### src/rtl/pue_pkg.sv
// Package for the particle update engine: widths, reset values, codes.
// No dependencies.
package pue_pkg;
   localparam int SlotW   = 6;
   localparam int MaxParticles = 64;
   localparam int PosW    = 32;
   localparam int VelW    = 24;
   localparam int LifeW   = 21;
   localparam int CfgW    = 21;
   localparam int AddrW   = 2;
   localparam logic [AddrW-1:0] CSR_FRAME_US = 2'd0;
   localparam logic [AddrW-1:0] CSR_FRAME_S  = 2'd1;
   localparam logic [AddrW-1:0] CSR_GRAVITY  = 2'd2;
   localparam logic [AddrW-1:0] CSR_DRAG     = 2'd3;
   localparam logic [16:0] FRAME_US_RST = 17'd16667;
   localparam logic [16:0] FRAME_S_RST  = 17'd17476;
   localparam logic [20:0] GRAVITY_RST  = 21'd2048;
   localparam logic [16:0] DRAG_RST     = 17'd64880;
   localparam logic FUNC_SPAWN = 1'b0;
   localparam logic FUNC_TICK  = 1'b1;

   // controller to datapath
   typedef struct packed {
      logic             spawn;     // write spawn beat into slot
      logic             clr;       // clear-pass write of slot_idx
      logic [3:0]       stage;     // one-hot-ish compute step strobes
      logic             wb;        // write back slot
      logic             out_load;  // load output register
      logic [SlotW-1:0] slot_idx;
   } ctl_type;

   typedef struct packed {
      logic div_done;
   } sts_type;
endpackage

### src/rtl/pue_ctrl.sv
// Sequencer for the particle update engine: clear pass, spawn, tick walk.
// Uses pue_pkg.
module pue_ctrl #(
   parameter int Particles = pue_pkg::MaxParticles
) (
   input  logic                      clock,
   input  logic                      reset,
   input  logic                      req_valid,
   output logic                      req_stall,
   input  logic                      req_func,
   input  logic [pue_pkg::SlotW-1:0] req_slot,
   output logic                      rsp_valid,
   input  logic                      rsp_stall,
   output pue_pkg::ctl_type          ctl,
   input  pue_pkg::sts_type          sts,
   output logic                      out_last
);
   localparam logic [3:0] S_CLR = 4'd0, S_IDLE = 4'd1, S_RD = 4'd2, S_C0 = 4'd3,
                          S_C1 = 4'd4, S_C2 = 4'd5, S_C3 = 4'd6, S_DIV = 4'd7,
                          S_WB = 4'd8, S_OUT = 4'd9;
   localparam logic [pue_pkg::SlotW-1:0] LastSlot = pue_pkg::SlotW'(Particles - 1);

   logic [3:0] st_ff, st_in;
   logic [pue_pkg::SlotW-1:0] idx_ff, idx_in;
   logic vld_ff, vld_in;
   logic acc;

   assign req_stall = (st_ff != S_IDLE);
   assign acc       = req_valid && !req_stall;
   assign rsp_valid = vld_ff;
   assign out_last  = (idx_ff == LastSlot);

   always_comb begin
      st_in = st_ff; idx_in = idx_ff; vld_in = vld_ff;
      ctl = '0;
      ctl.slot_idx = idx_ff;
      if (vld_ff && !rsp_stall) vld_in = 1'b0;
      case (st_ff)
         S_CLR: begin
            ctl.clr = 1'b1;
            idx_in = idx_ff + 1'b1;
            if (idx_ff == LastSlot) begin
               st_in = S_IDLE; idx_in = '0;
            end
         end
         S_IDLE: begin
            if (acc) begin
               if (req_func == pue_pkg::FUNC_SPAWN) begin
                  ctl.slot_idx = req_slot;
                  ctl.spawn = ({1'b0, req_slot} < 7'(Particles));
               end else begin
                  idx_in = '0; st_in = S_RD;
               end
            end
         end
         S_RD:  st_in = S_C0;
         S_C0: begin ctl.stage = 4'b0001; st_in = S_C1; end
         S_C1: begin ctl.stage = 4'b0010; st_in = S_C2; end
         S_C2: begin ctl.stage = 4'b0100; st_in = S_C3; end
         S_C3: begin ctl.stage = 4'b1000; st_in = S_DIV; end
         S_DIV: if (sts.div_done) st_in = S_WB;
         S_WB: begin
            if (!vld_ff || !rsp_stall) begin
               ctl.wb = 1'b1; ctl.out_load = 1'b1; vld_in = 1'b1;
               st_in = S_OUT;
            end
         end
         S_OUT: begin
            if (idx_ff == LastSlot) begin
               st_in = S_IDLE; idx_in = '0;
            end else begin
               idx_in = idx_ff + 1'b1; st_in = S_RD;
            end
         end
         default: st_in = S_IDLE;
      endcase
   end

   always_ff @(posedge clock) begin
      if (reset) begin
         st_ff <= S_CLR; idx_ff <= '0; vld_ff <= 1'b0;
      end else begin
         st_ff <= st_in; idx_ff <= idx_in; vld_ff <= vld_in;
      end
   end
endmodule

### config.mk
export PLATFORM = sky130hd
export DESIGN_NAME = pue_ctrl
export DESIGN_NICKNAME = d
export VERILOG_FILES = /design/src/rtl/pue_pkg.sv /design/src/rtl/pue_ctrl.sv
export SDC_FILE = /design/constraint.sdc
export NUM_CORES = 1
export LEC_CHECK = 0
export BUFFER_PORTS_ARGS = -buffer_cell sky130_fd_sc_hd__clkbuf_2
export CORE_MARGIN = 2
export CORE_UTILIZATION = 47
export DETAILED_ROUTE_END_ITERATION = 16
export PLACE_DENSITY = 0.84
export SETUP_SLACK_MARGIN = 0.05
export SLEW_MARGIN = 20
export SYNTH_ARGS = -nofsm -noshare
export SYNTH_HDL_FRONTEND = slang
export SYNTH_SLANG_ARGS = --single-unit
### constraint.sdc
create_clock -name clock -period 2.4 [get_ports clock]
set_input_delay 0.12 -clock clock [delete_from_list [all_inputs] [get_ports clock]]
set_output_delay 0.12 -clock clock [all_outputs]
set_load 0.03 [all_outputs]
==> metrics.md <==
| Metric | Value |
|---|---|
| Layout Cells excl Fill | approximately 140 |
| Layout area overhead | 23.8% |
| DRC | 0 |
| FF-to-FF Start | st_ff[2]$_SDFFE_PP0P_ |
| R2R Path End | st_ff[0]$_SDFFE_PP0P_ |
| Top-count cell post-synth | dfxtp_1 |
| Final setup fails | 0 |
| Rel. slew slack | 0.717 |
| Crit. Startpoint | st_ff[3]$_SDFFE_PP0P_ |
| EDFF count, synth | 0 |
| Max-slew violations | 0 |
| Wire per inst | 13.6 microns |
| Worst stage delay on the critical path | around 0.54 ns |
| CTS Hold Bufs | 0 |
| RSZ-0062 raised after global routing | false |
| First-pass GRT wire length | 3040 microns |
| Cell accounting for the most synthesized area | dfxtp_1 |
| Overflow after GRT | 0 |
| Ys flop type | dfxtp_1 |
| Die W | between 40 and 50 microns |
| Netlist Area Pre-Place | 788 sq um |
| DRT antenna net count | 0 |
| # fillers | 136 |
| Total of max-cap violations | 0 |
| Critical-path top delay cell | or4b_4 |
| Achievable Freq | between 400 and 500 MHz |
| Commonest cells post-synth | dfxtp_1 (11), a21oi_1 (6), mux2_4 (6) |
| Fraction of layout cells with a size suffix above 1 | 0.382 |
| CP Class | register to output port |
| Hold Fails Final Rpt | 0 |
| Reg2Reg Setup Slack | roughly 0.43 ns |
| Via/cell ratio | roughly 5.8 |
| Port bufs | 28 |
| GP Congestion | slightly below 0.9 |
| Synth top area cells | dfxtp_1 (28%), mux2_4 (11%), a21oi_1 (3.8%) |
| Worst Skew | ~0.0028 ns |
| Post-Route WL | 1890 microns |
| Ys async rst share | 0 |
| Total global-route track usage | 0.202 |
| Critical Path Source Type | register |
| Flop pwr share | 0.340 |
| Clock Sinks | 11 |
| Placed insts | between 100 and 150 |
| Minimum clock period | 2.22 ns |
| CTS Buf Count | 3 |
| Worst endpoint required time | ~2.3 ns |
| Hold_ws | 0.0849 ns |
| Ratio of total power to cell area | approximately 670 nW/um^2 |
| Critical Path End | ctl[2] |
| Clk buf depth | 2 |
| HPWL Detailed | between 1000 and 1500 microns |
| Via count | just over 800 |
| Internal power | 0.398 mW |
| Net Switching | 0.252 mW |
| Combinational Power Share | 0.465 |
| Clk_lat worst skew | approximately 0.27 ns |
| CTS clock-pin slew for the worst setup and hold paths | about 0.07 ns |
| Setup TNS | 0 ns |
| Initial antenna violation count | 0 |
| Part of the cycle the worst path needs | 0.927 |
| Largest net degree at the start of global routing | 15 |
| Clk network pwr share | 0.195 |
| Measured slew at the worst slew-check pin | 0.422 ns |
| Ports | 29 |
| Top delay family on crit path | simple AND/OR/NAND/NOR gates |
| Nets@finish | 137 |
| Crit end category | output port |
| Max VDD drop | approximately 0.5 mV |
| Leakage Power | approximately 0.48 nW |
| CTS root buf | clkbuf_4 |
| Worst Hold Class | input pin to register |
| Ant. Diodes | 0 |
| Syn_area_per_cell | ~8.4 sq um |
| Syn_nets | between 100 and 150 |
| Sequential share of the synthesized area | 0.279 |
| CP cell instances | or4b_4, or3b_4, mux2_4, clkbuf_2 |
| DIE AREA | between 2000 and 2500 sq um |
| Status | finished, final reports clean |
| Setup repair bufs after CTS | 0 |
| Number of global-route vias before repair | between 700 and 800 |
| Final Util | 0.633 |
| CP max FO | 7 |
| Rows | 14 |
| Core area | 1540 sq um |
| Initial core utilization | 0.511 |
| Flop and latch count out of synthesis | 11 |
| Worst path bufs/invs | 1 |
| R2R cell count | 5 |
| Height of the die | about 45 microns |
| WP data arrival | 2.10 ns |
| Yosys cell types | 38 |
| First drt pass iteration count | 4 |
| Gate Count Post-Synth | 94 |
| CTS tree | yes |
| Levels on crit path | 4 |
| DR iter-0 viols | 20 |
| Switching Share | 0.388 |
| Yosys Warn Count | 0 |
| Synth top area share | 0.279 |
| Post-CTS resize count | 1 |
| H-tree depth | 1 |
[cell usage in the layout (no fill, tap or decap), types with 2 or more instances in the layout]
cell type and count:
buf_4 5, nand2b_1 4, nand3_1 3, clkbuf_4 3, mux2_4 6, nor4_1 3, and2_1 2, nor3b_1 2
dfxtp_1 11, nand2_1 5, and3_1 2, nand3b_1 3, clkbuf_2 28, inv_1 4, o211ai_1 2, nor2_1 4
a21oi_1 6, o22ai_1 2, nor3_1 5, a311oi_1 2, o21ai_0 3, nor2b_1 2
[how the worst min path moves through the flow]
stage                     startpoint                     to  slack [ns]  cells after the start
after detailed placement         sts  st_ff[1]$_SDFFE_PP0P_        0.38                      2
final                            sts  st_ff[1]$_SDFFE_PP0P_        0.08                      2
after floorplan                  sts  st_ff[1]$_SDFFE_PP0P_        0.24                      1
after global placement           sts  st_ff[1]$_SDFFE_PP0P_        0.37                      2
after global routing             sts  st_ff[1]$_SDFFE_PP0P_         0.1                      2
after CTS                        sts  st_ff[1]$_SDFFE_PP0P_        0.09                      2
[stage by stage]
step | setup WS [ns] | instance area (sq um) | total power, mW
6_report | 0.176 | 976 | 0.650
3_3_place_gp | 0.376 | 947 | 0.513
4_1_cts | 0.165 | 976 | 0.652
3_5_place_dp | 0.339 | 947 | 0.523
5_1_grt | 0.118 | 976 | 0.697
2_1_floorplan | 0.108 | 788 | 0.447
[layer usage]
metal	share of wire	vias to the layer above	GRT usage
met3	0.072	2	0.0720
li1	-	405	-
met2	0.51	32	0.369
met4	0.0090	0	0.0412
met5	0	-	0
met1	0.41	370	0.223
[logic make-up after synthesis]
group / Yosys count / synth area share
simple gates: 40 / 0.305
compound gates: 20 / 0.168
buf+inv: 12 / 0.0682
flops: 11 / 0.279
mux: 8 / 0.141
xor+xnor: 2 / 0.0222
fa+ha+maj: 1 / 0.0159
[registers in the layout (all words and copies together), names as in the netlist]
| name | cells |
|---|---|
| rsp_valid | 1 |
| idx_ff | 6 |
| st_ff | 4 |
[power groups by stage]
stage | clock network, mW | logic (mW) | registers [mW]
3_5_place_dp | 0 | 0.299 | 0.224
2_1_floorplan | 0 | 0.223 | 0.223
3_3_place_gp | 0 | 0.290 | 0.223
4_1_cts | 0.129 | 0.303 | 0.220
6_report | 0.127 | 0.302 | 0.221
5_1_grt | 0.141 | 0.333 | 0.223
[worst reg2reg max path: cells and delay by family, from the launching register on]
family	cells	cell delay, ns
compound gates	1	0.16
buf+inv	1	0.17
flops	1	0.32
mux	1	0.35
simple gates	2	0.87
[layout make-up]
type	instances	area [sq um]	share of cell area
Clock buffer	4	26.3	0.0269
Timing Repair Buffer	33	178	0.182
Multi-Input combinational cell	71	517	0.529
Tap cell	16	20.0	0.0205
Sequential cell	11	220	0.226
Inverter	4	15.0	0.0154
Note: power is estimated with default switching activity, not from simulation.
